File: src/rtl/core/qph_pkg.sv
// shared types and constants for the quadratic probe hash table
`timescale 1ns / 1ps

package qph_pkg;

    // fixed field widths of the transactions
    localparam int KEY_IN_W   = 32;
    localparam int ACT_W      = 2;
    localparam int STATUS_W   = 3;
    localparam int IDX_OUT_W  = 4;

    // key reduction takes two steps: reciprocal multiply, then low-bit correction
    localparam int MOD_STEPS  = 2;
    localparam int STEP_W     = 1;

    // command queue between front and back
    localparam int CMDQ_DEPTH = 2;
    localparam int CMDQ_PTR_W = 1;
    localparam int CMDQ_CNT_W = 2;

    // result queue at the output
    localparam int OUTQ_DEPTH = 4;
    localparam int OUTQ_PTR_W = 2;
    localparam int OUTQ_CNT_W = 3;

    typedef enum logic [ACT_W-1:0] {
        ACT_INSERT = 2'd0,
        ACT_SEARCH = 2'd1,
        ACT_DUMP   = 2'd2,
        ACT_NONE   = 2'd3
    } action_t;

    typedef enum logic [STATUS_W-1:0] {
        ST_INSERTED = 3'd0,
        ST_FULL     = 3'd1,
        ST_FOUND    = 3'd2,
        ST_MISSING  = 3'd3,
        ST_DUMP     = 3'd4
    } status_t;

    typedef struct packed {
        logic [ACT_W-1:0]    action;
        logic [KEY_IN_W-1:0] key;
    } in_item_t;

    typedef struct packed {
        logic [STATUS_W-1:0]  status;
        logic [IDX_OUT_W-1:0] slot_index;
        logic [KEY_IN_W-1:0]  slot_value;
        logic                 last;
    } out_item_t;

    typedef enum logic [1:0] {
        F_IDLE = 2'd0,
        F_MOD  = 2'd1,
        F_SEND = 2'd2
    } front_state_t;

    typedef enum logic [1:0] {
        B_CLEAR = 2'd0,
        B_IDLE  = 2'd1,
        B_PROBE = 2'd2,
        B_DUMP  = 2'd3
    } back_state_t;

endpackage

File: src/rtl/core/qph_cmd_q.sv
// two-entry command queue between the front and back parts
`timescale 1ns / 1ps

module qph_cmd_q #(
    parameter int W = 8
) (
    input  logic         clk,
    input  logic         rst_n,
    input  logic         push,
    input  logic [W-1:0] push_data,
    output logic         full,
    output logic         valid,
    output logic [W-1:0] head_data,
    input  logic         pop
);
    import qph_pkg::*;

    logic [W-1:0]          entry_reg [CMDQ_DEPTH];
    logic [CMDQ_PTR_W-1:0] wr_ptr_reg;
    logic [CMDQ_PTR_W-1:0] wr_ptr_next;
    logic [CMDQ_PTR_W-1:0] rd_ptr_reg;
    logic [CMDQ_PTR_W-1:0] rd_ptr_next;
    logic [CMDQ_CNT_W-1:0] cnt_reg;
    logic [CMDQ_CNT_W-1:0] cnt_next;
    logic                  do_push;
    logic                  do_pop;

    assign full      = (cnt_reg == CMDQ_CNT_W'(CMDQ_DEPTH));
    assign valid     = (cnt_reg != '0);
    assign head_data = entry_reg[rd_ptr_reg];
    assign do_push   = push && !full;
    assign do_pop    = pop && valid;

    // pointer and count update
    always_comb
    begin
        wr_ptr_next = do_push ? wr_ptr_reg + 1'b1 : wr_ptr_reg;
        rd_ptr_next = do_pop ? rd_ptr_reg + 1'b1 : rd_ptr_reg;
        cnt_next    = cnt_reg;
        if (do_push && !do_pop)
        begin
            cnt_next = cnt_reg + 1'b1;
        end
        else if (do_pop && !do_push)
        begin
            cnt_next = cnt_reg - 1'b1;
        end
    end

    always_ff @(posedge clk or negedge rst_n)
    begin
        if (!rst_n)
        begin
            wr_ptr_reg <= '0;
            rd_ptr_reg <= '0;
            cnt_reg    <= '0;
        end
        else
        begin
            wr_ptr_reg <= wr_ptr_next;
            rd_ptr_reg <= rd_ptr_next;
            cnt_reg    <= cnt_next;
        end
    end

    // entry storage
    always_ff @(posedge clk)
    begin
        if (do_push)
        begin
            entry_reg[wr_ptr_reg] <= push_data;
        end
    end

endmodule

File: src/rtl/core/qph_front.sv
// front part: takes input transactions, masks the key and reduces it to its home slot
`timescale 1ns / 1ps

module qph_front #(
    parameter int SLOTS = 16,
    parameter int KW    = 32
) (
    input  logic                           clk,
    input  logic                           rst_n,
    input  logic                           push,
    output logic                           full,
    input  qph_pkg::in_item_t              item,
    input  logic                           clearing,
    output logic                           q_push,
    output logic [qph_pkg::ACT_W+KW+$clog2(SLOTS)-1:0] q_data,
    input  logic                           q_full
);
    import qph_pkg::*;

    localparam int IW      = $clog2(SLOTS);
    localparam int RECIP_W = KEY_IN_W + 1;
    localparam int PROD_W  = KEY_IN_W + RECIP_W;

    // ceil(2^(KEY_IN_W+IW) / SLOTS) gives the exact quotient for every key
    localparam logic [RECIP_W-1:0] RECIP =
        RECIP_W'(((64'd1 << (KEY_IN_W + IW)) + 64'(SLOTS) - 64'd1) / 64'(SLOTS));
    localparam logic [IW-1:0] S_LOW = IW'(SLOTS);

    front_state_t         state_reg;
    front_state_t         state_next;
    action_t              act_reg;
    action_t              act_next;
    logic [KW-1:0]        key_reg;
    logic [KW-1:0]        key_next;
    logic [KEY_IN_W-1:0]  sh_reg;
    logic [KEY_IN_W-1:0]  sh_next;
    logic [IW-1:0]        quot_reg;
    logic [IW-1:0]        quot_next;
    logic [IW-1:0]        rem_reg;
    logic [IW-1:0]        rem_next;
    logic [STEP_W-1:0]    step_reg;
    logic [STEP_W-1:0]    step_next;
    logic                 accept;
    logic [KW-1:0]        key_in;
    logic [PROD_W-1:0]    prod;
    logic [IW-1:0]        corr;

    assign full   = (state_reg != F_IDLE) || clearing;
    assign accept = push && !full;
    assign key_in = item.key[KW-1:0];
    assign q_data = {act_reg, key_reg, rem_reg};

    // quotient by reciprocal multiply, remainder from the low bits only
    always_comb
    begin
        prod = PROD_W'(sh_reg) * PROD_W'(RECIP);
        corr = IW'(quot_reg * S_LOW);
    end

    // next state and outputs
    always_comb
    begin
        state_next = state_reg;
        act_next   = act_reg;
        key_next   = key_reg;
        sh_next    = sh_reg;
        quot_next  = quot_reg;
        rem_next   = rem_reg;
        step_next  = step_reg;
        q_push     = 1'b0;
        unique case (state_reg)
            F_IDLE:
            begin
                if (accept)
                begin
                    act_next  = action_t'(item.action);
                    key_next  = key_in;
                    sh_next   = KEY_IN_W'(key_in);
                    rem_next  = '0;
                    step_next = '0;
                    unique case (action_t'(item.action))
                        ACT_INSERT, ACT_SEARCH: state_next = F_MOD;
                        ACT_DUMP:               state_next = F_SEND;
                        ACT_NONE:               state_next = F_IDLE;
                    endcase
                end
            end
            F_MOD:
            begin
                step_next = step_reg + 1'b1;
                if (step_reg == STEP_W'(MOD_STEPS - 1))
                begin
                    rem_next   = sh_reg[IW-1:0] - corr;
                    state_next = F_SEND;
                end
                else
                begin
                    quot_next = prod[KEY_IN_W+IW +: IW];
                end
            end
            F_SEND:
            begin
                q_push = 1'b1;
                if (!q_full)
                begin
                    state_next = F_IDLE;
                end
            end
            default:
            begin
                state_next = F_IDLE;
            end
        endcase
    end

    always_ff @(posedge clk or negedge rst_n)
    begin
        if (!rst_n)
        begin
            state_reg <= F_IDLE;
            step_reg  <= '0;
        end
        else
        begin
            state_reg <= state_next;
            step_reg  <= step_next;
        end
    end

    // item payload and reduction registers
    always_ff @(posedge clk)
    begin
        act_reg  <= act_next;
        key_reg  <= key_next;
        sh_reg   <= sh_next;
        quot_reg <= quot_next;
        rem_reg  <= rem_next;
    end

    // remainder stays a valid slot once reduction runs
    a_rem_range: assert property (@(posedge clk) disable iff (!rst_n)
        (state_reg == F_SEND) && (act_reg != ACT_DUMP) |-> ({1'b0, rem_reg} < (IW+1)'(SLOTS)))
        else $error("home slot out of range");

endmodule

File: src/rtl/core/qph_back.sv
// back part: slot memory, clearing pass, probe walk, dump and result queue
`timescale 1ns / 1ps

module qph_back #(
    parameter int SLOTS = 16,
    parameter int KW    = 32
) (
    input  logic                           clk,
    input  logic                           rst_n,
    input  logic                           cmd_valid,
    input  logic [qph_pkg::ACT_W+KW+$clog2(SLOTS)-1:0] cmd_data,
    output logic                           cmd_pop,
    output logic                           clearing,
    output logic                           empty,
    input  logic                           pop,
    output qph_pkg::out_item_t             result
);
    import qph_pkg::*;

    localparam int IW = $clog2(SLOTS);
    localparam logic [IW:0]   S_EXT   = (IW+1)'(SLOTS);
    localparam logic [IW:0]   S_LAST  = (IW+1)'(SLOTS - 1);
    localparam logic [IW-1:0] ODD_ONE = IW'(3 % SLOTS);

    // slot memory
    logic [KW-1:0] mem [SLOTS];
    logic          mem_we;
    logic [IW-1:0] mem_waddr;
    logic [KW-1:0] mem_wdata;
    logic          rd_en;
    logic [IW-1:0] rd_addr;
    logic [KW-1:0] rd_data_reg;

    // command fields
    action_t       cmd_act;
    logic [KW-1:0] cmd_key;
    logic [IW-1:0] cmd_home;

    // walk state
    back_state_t   state_reg;
    back_state_t   state_next;
    action_t       act_reg;
    action_t       act_next;
    logic [KW-1:0] key_reg;
    logic [KW-1:0] key_next;
    logic [IW-1:0] home_reg;
    logic [IW-1:0] home_next;
    logic [IW:0]   i_reg;
    logic [IW:0]   i_next;
    logic [IW-1:0] sq_reg;
    logic [IW-1:0] sq_next;
    logic [IW-1:0] odd_reg;
    logic [IW-1:0] odd_next;
    logic [IW-1:0] rd_slot_reg;
    logic [IW-1:0] rd_slot_next;
    logic          rd_last_reg;
    logic          rd_last_next;
    logic          pend_reg;
    logic          pend_next;

    // probe arithmetic
    logic [IW:0]   addr_sum;
    logic [IW-1:0] probe_addr;
    logic [IW:0]   sq_sum;
    logic [IW:0]   odd_sum;
    logic          hit;
    logic [IW+3:0] slot_ext;

    // result queue
    out_item_t             outq_reg [OUTQ_DEPTH];
    logic [OUTQ_PTR_W-1:0] owr_reg;
    logic [OUTQ_PTR_W-1:0] ord_reg;
    logic [OUTQ_CNT_W-1:0] ocnt_reg;
    logic [OUTQ_CNT_W-1:0] ocnt_next;
    logic                  res_push;
    out_item_t             res_data;
    logic                  res_pop;
    logic                  dump_issue;

    assign cmd_act  = action_t'(cmd_data[ACT_W+KW+IW-1 -: ACT_W]);
    assign cmd_key  = cmd_data[KW+IW-1:IW];
    assign cmd_home = cmd_data[IW-1:0];
    assign clearing = (state_reg == B_CLEAR);

    // next probe slot and quadratic step update
    always_comb
    begin
        addr_sum   = {1'b0, home_reg} + {1'b0, sq_reg};
        probe_addr = (addr_sum >= S_EXT) ? IW'(addr_sum - S_EXT) : addr_sum[IW-1:0];
        sq_sum     = {1'b0, sq_reg} + {1'b0, odd_reg};
        odd_sum    = {1'b0, odd_reg} + (IW+1)'(2);
    end

    assign hit      = (act_reg == ACT_INSERT) ? (rd_data_reg == '0) : (rd_data_reg == key_reg);
    assign slot_ext = {4'b0000, rd_slot_reg};
    assign dump_issue = (i_reg < S_EXT) &&
                        ((ocnt_reg + OUTQ_CNT_W'(pend_reg)) < OUTQ_CNT_W'(OUTQ_DEPTH));

    // next state and outputs
    always_comb
    begin
        state_next   = state_reg;
        act_next     = act_reg;
        key_next     = key_reg;
        home_next    = home_reg;
        i_next       = i_reg;
        sq_next      = sq_reg;
        odd_next     = odd_reg;
        rd_slot_next = rd_slot_reg;
        rd_last_next = rd_last_reg;
        pend_next    = 1'b0;
        mem_we       = 1'b0;
        mem_waddr    = rd_slot_reg;
        mem_wdata    = key_reg;
        rd_en        = 1'b0;
        rd_addr      = probe_addr;
        res_push     = 1'b0;
        res_data     = '0;
        cmd_pop      = 1'b0;
        unique case (state_reg)
            B_CLEAR:
            begin
                mem_we    = 1'b1;
                mem_waddr = i_reg[IW-1:0];
                mem_wdata = '0;
                i_next    = i_reg + 1'b1;
                if (i_reg == S_LAST)
                begin
                    state_next = B_IDLE;
                end
            end
            B_IDLE:
            begin
                if (cmd_valid && (cmd_act == ACT_DUMP))
                begin
                    cmd_pop    = 1'b1;
                    act_next   = cmd_act;
                    i_next     = '0;
                    state_next = B_DUMP;
                end
                else if (cmd_valid && (ocnt_reg < OUTQ_CNT_W'(OUTQ_DEPTH)))
                begin
                    cmd_pop      = 1'b1;
                    act_next     = cmd_act;
                    key_next     = cmd_key;
                    home_next    = cmd_home;
                    rd_en        = 1'b1;
                    rd_addr      = cmd_home;
                    rd_slot_next = cmd_home;
                    rd_last_next = 1'b0;
                    i_next       = (IW+1)'(1);
                    sq_next      = IW'(1);
                    odd_next     = ODD_ONE;
                    state_next   = B_PROBE;
                end
            end
            B_PROBE:
            begin
                if (hit)
                begin
                    res_data.status     = (act_reg == ACT_INSERT) ? ST_INSERTED : ST_FOUND;
                    res_data.slot_index = slot_ext[IDX_OUT_W-1:0];
                    res_data.slot_value = KEY_IN_W'(key_reg);
                    res_data.last       = 1'b1;
                    res_push            = 1'b1;
                    mem_we              = (act_reg == ACT_INSERT);
                    state_next          = B_IDLE;
                end
                else if (rd_last_reg)
                begin
                    res_data.status = (act_reg == ACT_INSERT) ? ST_FULL : ST_MISSING;
                    res_data.last   = 1'b1;
                    res_push        = 1'b1;
                    state_next      = B_IDLE;
                end
                else
                begin
                    rd_en        = 1'b1;
                    rd_slot_next = probe_addr;
                    rd_last_next = (i_reg == S_LAST);
                    i_next       = i_reg + 1'b1;
                    sq_next      = (sq_sum >= S_EXT) ? IW'(sq_sum - S_EXT) : sq_sum[IW-1:0];
                    odd_next     = (odd_sum >= S_EXT) ? IW'(odd_sum - S_EXT) : odd_sum[IW-1:0];
                end
            end
            B_DUMP:
            begin
                if (pend_reg)
                begin
                    res_data.status     = ST_DUMP;
                    res_data.slot_index = slot_ext[IDX_OUT_W-1:0];
                    res_data.slot_value = KEY_IN_W'(rd_data_reg);
                    res_data.last       = rd_last_reg;
                    res_push            = 1'b1;
                    if (rd_last_reg)
                    begin
                        state_next = B_IDLE;
                    end
                end
                if (dump_issue)
                begin
                    rd_en        = 1'b1;
                    rd_addr      = i_reg[IW-1:0];
                    rd_slot_next = i_reg[IW-1:0];
                    rd_last_next = (i_reg == S_LAST);
                    i_next       = i_reg + 1'b1;
                    pend_next    = 1'b1;
                end
            end
            default:
            begin
                state_next = B_IDLE;
            end
        endcase
    end

    always_ff @(posedge clk or negedge rst_n)
    begin
        if (!rst_n)
        begin
            state_reg   <= B_CLEAR;
            i_reg       <= '0;
            pend_reg    <= 1'b0;
            rd_last_reg <= 1'b0;
            act_reg     <= ACT_INSERT;
        end
        else
        begin
            state_reg   <= state_next;
            i_reg       <= i_next;
            pend_reg    <= pend_next;
            rd_last_reg <= rd_last_next;
            act_reg     <= act_next;
        end
    end

    // walk payload registers
    always_ff @(posedge clk)
    begin
        key_reg     <= key_next;
        home_reg    <= home_next;
        sq_reg      <= sq_next;
        odd_reg     <= odd_next;
        rd_slot_reg <= rd_slot_next;
    end

    // slot memory write and registered read
    always_ff @(posedge clk)
    begin
        if (mem_we)
        begin
            mem[mem_waddr] <= mem_wdata;
        end
        if (rd_en)
        begin
            rd_data_reg <= mem[rd_addr];
        end
    end

    // result queue control
    assign empty   = (ocnt_reg == '0);
    assign res_pop = pop && !empty;
    assign result  = outq_reg[ord_reg];

    always_comb
    begin
        ocnt_next = ocnt_reg;
        if (res_push && !res_pop)
        begin
            ocnt_next = ocnt_reg + 1'b1;
        end
        else if (res_pop && !res_push)
        begin
            ocnt_next = ocnt_reg - 1'b1;
        end
    end

    always_ff @(posedge clk or negedge rst_n)
    begin
        if (!rst_n)
        begin
            owr_reg  <= '0;
            ord_reg  <= '0;
            ocnt_reg <= '0;
        end
        else
        begin
            if (res_push)
            begin
                owr_reg <= owr_reg + 1'b1;
            end
            if (res_pop)
            begin
                ord_reg <= ord_reg + 1'b1;
            end
            ocnt_reg <= ocnt_next;
        end
    end

    // result queue storage
    always_ff @(posedge clk)
    begin
        if (res_push)
        begin
            outq_reg[owr_reg] <= res_data;
        end
    end

    // a result is only produced when the result queue has room
    a_outq_room: assert property (@(posedge clk) disable iff (!rst_n)
        res_push |-> (ocnt_reg < OUTQ_CNT_W'(OUTQ_DEPTH)))
        else $error("result queue overflow");

    // the table is only written by the clearing pass or an insert hit
    a_write_src: assert property (@(posedge clk) disable iff (!rst_n)
        mem_we |-> (state_reg == B_CLEAR) ||
                   ((state_reg == B_PROBE) && (act_reg == ACT_INSERT) && hit))
        else $error("unexpected table write");

    // no command leaves the queue during the clearing pass
    a_clear_hold: assert property (@(posedge clk) disable iff (!rst_n)
        (state_reg == B_CLEAR) |-> !cmd_pop)
        else $error("command taken while clearing");

endmodule

File: src/rtl/core/quadratic_probe_hash_table_top.sv
// top level of the quadratic probe hash table
//
//  channel   handshake      payload        direction
//  -------   ------------   ------------   ---------
//  item      push / full    in_item_t      into block
//  result    pop / empty    out_item_t     out of block
//
// after reset a clearing pass zeroes every slot of the table with full held high
// insert and search: the front accepts, then holds full through reciprocal multiply,
// correction and hand-off; the back probes one slot per cycle, up to SLOTS slots
// dump: the front goes straight to hand-off; the back reads one slot per cycle while the
// result queue has room; front and back overlap through a two-entry command queue; a full
// result queue stalls the back, which then backs up the queue and the input
`timescale 1ns / 1ps

module quadratic_probe_hash_table_top #(
    parameter int SLOTS    = 16,
    parameter int KEY_BITS = 32
) (
    input  logic               clk,
    input  logic               rst_n,
    input  logic               push,
    output logic               full,
    input  qph_pkg::in_item_t  item,
    output logic               empty,
    input  logic               pop,
    output qph_pkg::out_item_t result
);
    import qph_pkg::*;

    localparam int IW = $clog2(SLOTS);
    localparam int KW = (KEY_BITS < KEY_IN_W) ? KEY_BITS : KEY_IN_W;
    localparam int CW = ACT_W + KW + IW;

    logic          clearing;
    logic          fq_push;
    logic [CW-1:0] fq_data;
    logic          fq_full;
    logic          qb_valid;
    logic [CW-1:0] qb_data;
    logic          qb_pop;

    // front: accept and key reduction
    qph_front #(
        .SLOTS (SLOTS),
        .KW    (KW)
    ) u_front (
        .clk      (clk),
        .rst_n    (rst_n),
        .push     (push),
        .full     (full),
        .item     (item),
        .clearing (clearing),
        .q_push   (fq_push),
        .q_data   (fq_data),
        .q_full   (fq_full)
    );

    // command queue between front and back
    qph_cmd_q #(
        .W (CW)
    ) u_cmd_q (
        .clk       (clk),
        .rst_n     (rst_n),
        .push      (fq_push),
        .push_data (fq_data),
        .full      (fq_full),
        .valid     (qb_valid),
        .head_data (qb_data),
        .pop       (qb_pop)
    );

    // back: table access and results
    qph_back #(
        .SLOTS (SLOTS),
        .KW    (KW)
    ) u_back (
        .clk       (clk),
        .rst_n     (rst_n),
        .cmd_valid (qb_valid),
        .cmd_data  (qb_data),
        .cmd_pop   (qb_pop),
        .clearing  (clearing),
        .empty     (empty),
        .pop       (pop),
        .result    (result)
    );

endmodule

File: config.mk
export PLATFORM = sky130hd
export DESIGN_NAME = quadratic_probe_hash_table_top
export DESIGN_NICKNAME = d
export VERILOG_FILES = /design/src/rtl/core/qph_pkg.sv /design/src/rtl/core/qph_cmd_q.sv /design/src/rtl/core/qph_front.sv /design/src/rtl/core/qph_back.sv /design/src/rtl/core/quadratic_probe_hash_table_top.sv
export SDC_FILE = /design/constraint.sdc
export NUM_CORES = 1
export LEC_CHECK = 0
export BUFFER_PORTS_ARGS = -buffer_cell sky130_fd_sc_hd__buf_4
export CORE_ASPECT_RATIO = 0.8
export CORE_MARGIN = 3
export CORE_UTILIZATION = 38
export DETAILED_ROUTE_END_ITERATION = 12
export GPL_ROUTABILITY_DRIVEN = 0
export HOLD_SLACK_MARGIN = 0.12
export SLEW_MARGIN = 0
export SYNTH_ARGS = -nofsm -noshare
export SYNTH_HDL_FRONTEND = slang
export SYNTH_SLANG_ARGS = --single-unit
File: constraint.sdc
create_clock -name clk -period 4 [get_ports clk]
set_input_delay 0.4 -clock clk [delete_from_list [all_inputs] [get_ports clk]]
set_output_delay 0.4 -clock clk [all_outputs]
set_load 0.02 [all_outputs]
==> results.yml <==
worst_setup_path:
  rrSetupSlack_ns: 0.37
  required_ns: 4.37
  cpLargestDelayFamily: "multiplexers"
  crit_path_max_fanout: 46
  cp_slowest_cell: "dfrtp_1"
  path_cells: "buf_4 -> mux2i_1 -> nor3_1 -> and2_1 -> o21a_4 -> nor2_8 -> buf_12 -> mux2_2 -> o2111ai_1 -> o41ai_2"
  endpoint_kind: "register"
  r2r_start: "u_cmd_q.rd_ptr_reg$_DFFE_PN0P_"
  reg2regPathDepth: 10
  worst-path-buf-inv: 2
  worstSetupPathType: "reg -> reg"
  timing.rr.end: "u_back.rd_data_reg[4]$_DFFE_PP_"
  start_kind: "register"
  worst_ep_arrival_time_ns: 4.00
  slowest_delay_ns: 0.53
synthesis:
  yosys.area.top_type: "edfxtp_1"
  syn_avg_cell_area_um2: 16.1
  synth-compound-area-share_pct: 8.36
  synth_top_family_by_area: "compound AO/OA/AOI/OAI gates"
  muxShareOfSynthArea_pct: 6.04
  ys.flop_type: "edfxtp_1"
  async_flop_share_pct: 2.81
  ys_ff_latch: 890
  synth-simple-area-share_pct: 7.62
  netlist_area_mm2: 0.0359
  synth_edf_count: 865
  ys_seq_area_share_pct: 74.1
  syn-num-nets: 2279
  yosysTopAreaCellShare_pct: 72.4
  ys.warnings.count: 0
  synth_cell_types: 67
  synth_cells: 2224
  synth_xor_area_share_pct: 1.27
  synth_fa_ha_area_share_pct: 0.655
  synthTopCellsByArea: "edfxtp_1 (72%), mux4_2 (2.5%), nand2_1 (2.2%)"
die:
  io_pins: 80
  die_h_um: 281
  core_area_mm2: 0.0933
  num_rows: 100
  initial_core_util_pct: 38.5
  die_x_um: 350
  die_area_mm2: 0.0982
pwr:
  power_frac_seq_pct: 39.2
  clkPwrFrac_pct: 24.6
  p_leak_nw: 13.8
  pwr-share-comb_pct: 36.3
  p_switching_mw: 11.6
  p_per_area_mw_per_mm2: 768
  p_sw_share_pct: 36.1
  ir_drop_mv: 0.591
  intPower_mw: 20.5
timing:
  clock_skew_ns: 0.0315
  maxSlewViolCount: 0
  fin_crit_sh_pct: 90.7
  setup_viol: 0
  slew_headroom_pct: 26.7
  finalHoldViolations: 0
  setup_tns_ns: 0
  worst_slew_pin_slew_ns: 1.10
  rsz0062_at_grt: "false"
  fmax_ghz: 0.276
  period_minus_slack_ns: 3.63
routing:
  drtPass1Iterations: 5
  wl_per_cell_um: 26.8
  drc: 0
  ant_nets: 0
  num_vias: 21200
  vias_per_cell: 5.79
  drt-total-wl_um: 98000
  drtIter0Drc: 2603
run:
  maxCapViolCount: 0
clock_network:
  cts.sinks: 890
  cts.clk_slew.worst_paths_ns: 0.06
  cts.htree.levels: 3
  clk_latency_ns: 0.65
  cts_tree: "built"
  cts_max_path_buffers: 3
  ctsResizeCount: 0
  cts_setup_buffers: 0
  cts_buffers: 84
  hold_buffers: 36
  clockRootBuffer: "clkbuf_16"
grt:
  grt_usage_pct: 19.7
  grt_overflow: 0
  grt_pass1_wl_um: 142000
  grt_pass1_vias: 21057
  grt_max_degree: 122
  antenna_found_initial: 2
placement:
  dp_cells: 3474
  hpwlAfterDp_um: 58000
  io_buffers: 79
worst_hold_path:
  min_from: "push"
  min-delay-path-class: "in -> reg"
  min_path_cells: 4
  holdPathEnd: "u_front.step_reg$_DFFE_PN0P_"
final_layout:
  nets: 2427
  instances_no_fill: 3662
  syn2layout_area_growth_pct: 16.1
  largest_reg_flops: 512
  drive_above_1_share_pct: 19.0
  antenna_cells: 0
status:
  status: "complete, no violations"
==> power by group through the flow <==
stage               registers (mW)  clock network (mW)  logic, mW
finish                        12.5                7.87       11.6
global route                  12.6                8.34       12.3
CTS                           12.5                7.98       11.5
detailed placement            12.7                   0       11.4
global placement              12.7                   0       11.2
floorplan                     12.2                   0       7.44
==> worst max-delay path by stage <==
| stage | start | to | cells after the start |
|---|---|---|---|
| finish | u_cmd_q.rd_ptr_reg$_DFFE_PN0P_ | u_back.rd_data_reg[4]$_DFFE_PP_ | 10 |
| global route | u_cmd_q.rd_ptr_reg$_DFFE_PN0P_ | u_back.rd_data_reg[15]$_DFFE_PP_ | 9 |
| CTS | u_cmd_q.rd_ptr_reg$_DFFE_PN0P_ | u_back.rd_data_reg[4]$_DFFE_PP_ | 10 |
| detailed placement | u_cmd_q.rd_ptr_reg$_DFFE_PN0P_ | u_back.rd_data_reg[4]$_DFFE_PP_ | 10 |
| global placement | u_back.rd_data_reg[28]$_DFFE_PP_ | u_back.ocnt_reg[2]$_DFFE_PN0P_ | 12 |
| floorplan | u_back.rd_data_reg[25]$_DFFE_PP_ | u_back.mem[3][0]$_DFFE_PP_ | 8 |
==> synthesized netlist by cell type, drive strengths merged, types with 3 or more instances <==
cell type  count
edfxtp       865
nand2        210
nor2         107
clkbuf        95
o21ai         77
nand3         69
mux2          68
and3          63
a32o          62
mux2i         50
and2          46
xnor2         46
buf           42
mux4          40
nor3          40
a22oi         38
a22o          33
o2111ai       31
o21a          31
o41ai         30
inv           29
dfrtp         25
a21oi         18
ha            14
nand4         12
nand2b        10
nor4           9
a31oi          6
o211ai         6
xor2           6
nor2b          5
a21o           4
nor3b          4
or2            4
a221oi         3
fa             3
o22ai          3
==> routing by layer <==
layer | GRT usage, % | part of all wire (%) | up-vias
li1 | - | - | 8989
met1 | 28.8 | 43 | 10868
met2 | 29.0 | 43 | 1159
met3 | 5.24 | 11 | 184
met4 | 5.58 | 2.7 | 0
met5 | 0 | 0 | -
==> layout make-up <==
type                       instances  area [um^2]
clock buffer                     107         2230
clock inverter                    45          433
fill                            8079        51700
inverter                          29          111
multi-input combinational       1168         8820
sequential                       890        26600
tap                             1224         1530
timing repair buffer             199         1960
==> placed cells by master (no fill, tap or decap), types with 21 or more instances in the layout <==
| cell type | n |
|---|---|
| nand2_1 | 208 |
| xnor2_1 | 46 |
| edfxtp_1 | 865 |
| nor3_1 | 39 |
| o21a_1 | 30 |
| a22o_1 | 33 |
| inv_1 | 27 |
| clkbuf_16 | 86 |
| mux2i_1 | 50 |
| o41ai_2 | 30 |
| buf_4 | 133 |
| a32o_1 | 61 |
| dfrtp_1 | 23 |
| dlygate4sd3_1 | 36 |
| nor2_1 | 88 |
| and2_1 | 42 |
| a22oi_1 | 37 |
| o2111ai_1 | 31 |
| mux2_2 | 68 |
| clkbuf_1 | 21 |
| and3_1 | 62 |
| buf_12 | 30 |
| mux4_2 | 40 |
| nand3_1 | 68 |
| o21ai_0 | 75 |
==> tightest hold or removal path, stage by stage <==
cell and delay, ns:
buf_4 0.08, nand3_1 0.12, nand2_1 0.10, mux2i_1 0.06
==> metrics by stage <==
step | hold WS (ns) | setup WS (ns) | total power [mW] | cell area (um^2) | util (%)
CTS | 0.125 | 0.440 | 32.0 | 41700 | 44.7
detailed placement | 0.336 | 0.479 | 24.1 | 38700 | 41.4
finish | 0.159 | 0.371 | 32.0 | 41700 | 44.7
floorplan | 0.104 | 0.455 | 19.6 | 35900 | -
global placement | 0.328 | 0.552 | 23.9 | 38700 | 41.4
global route | 0.168 | 0.282 | 33.3 | 41700 | 44.7
==> cells by family after synthesis <==
kind of cell / after synthesis
fa+ha+maj: 17
mux: 158
compound gates: 360
xor+xnor: 52
flops: 890
buf+inv: 166
simple gates: 581
Note: power is estimated with default switching activity, not from simulation.
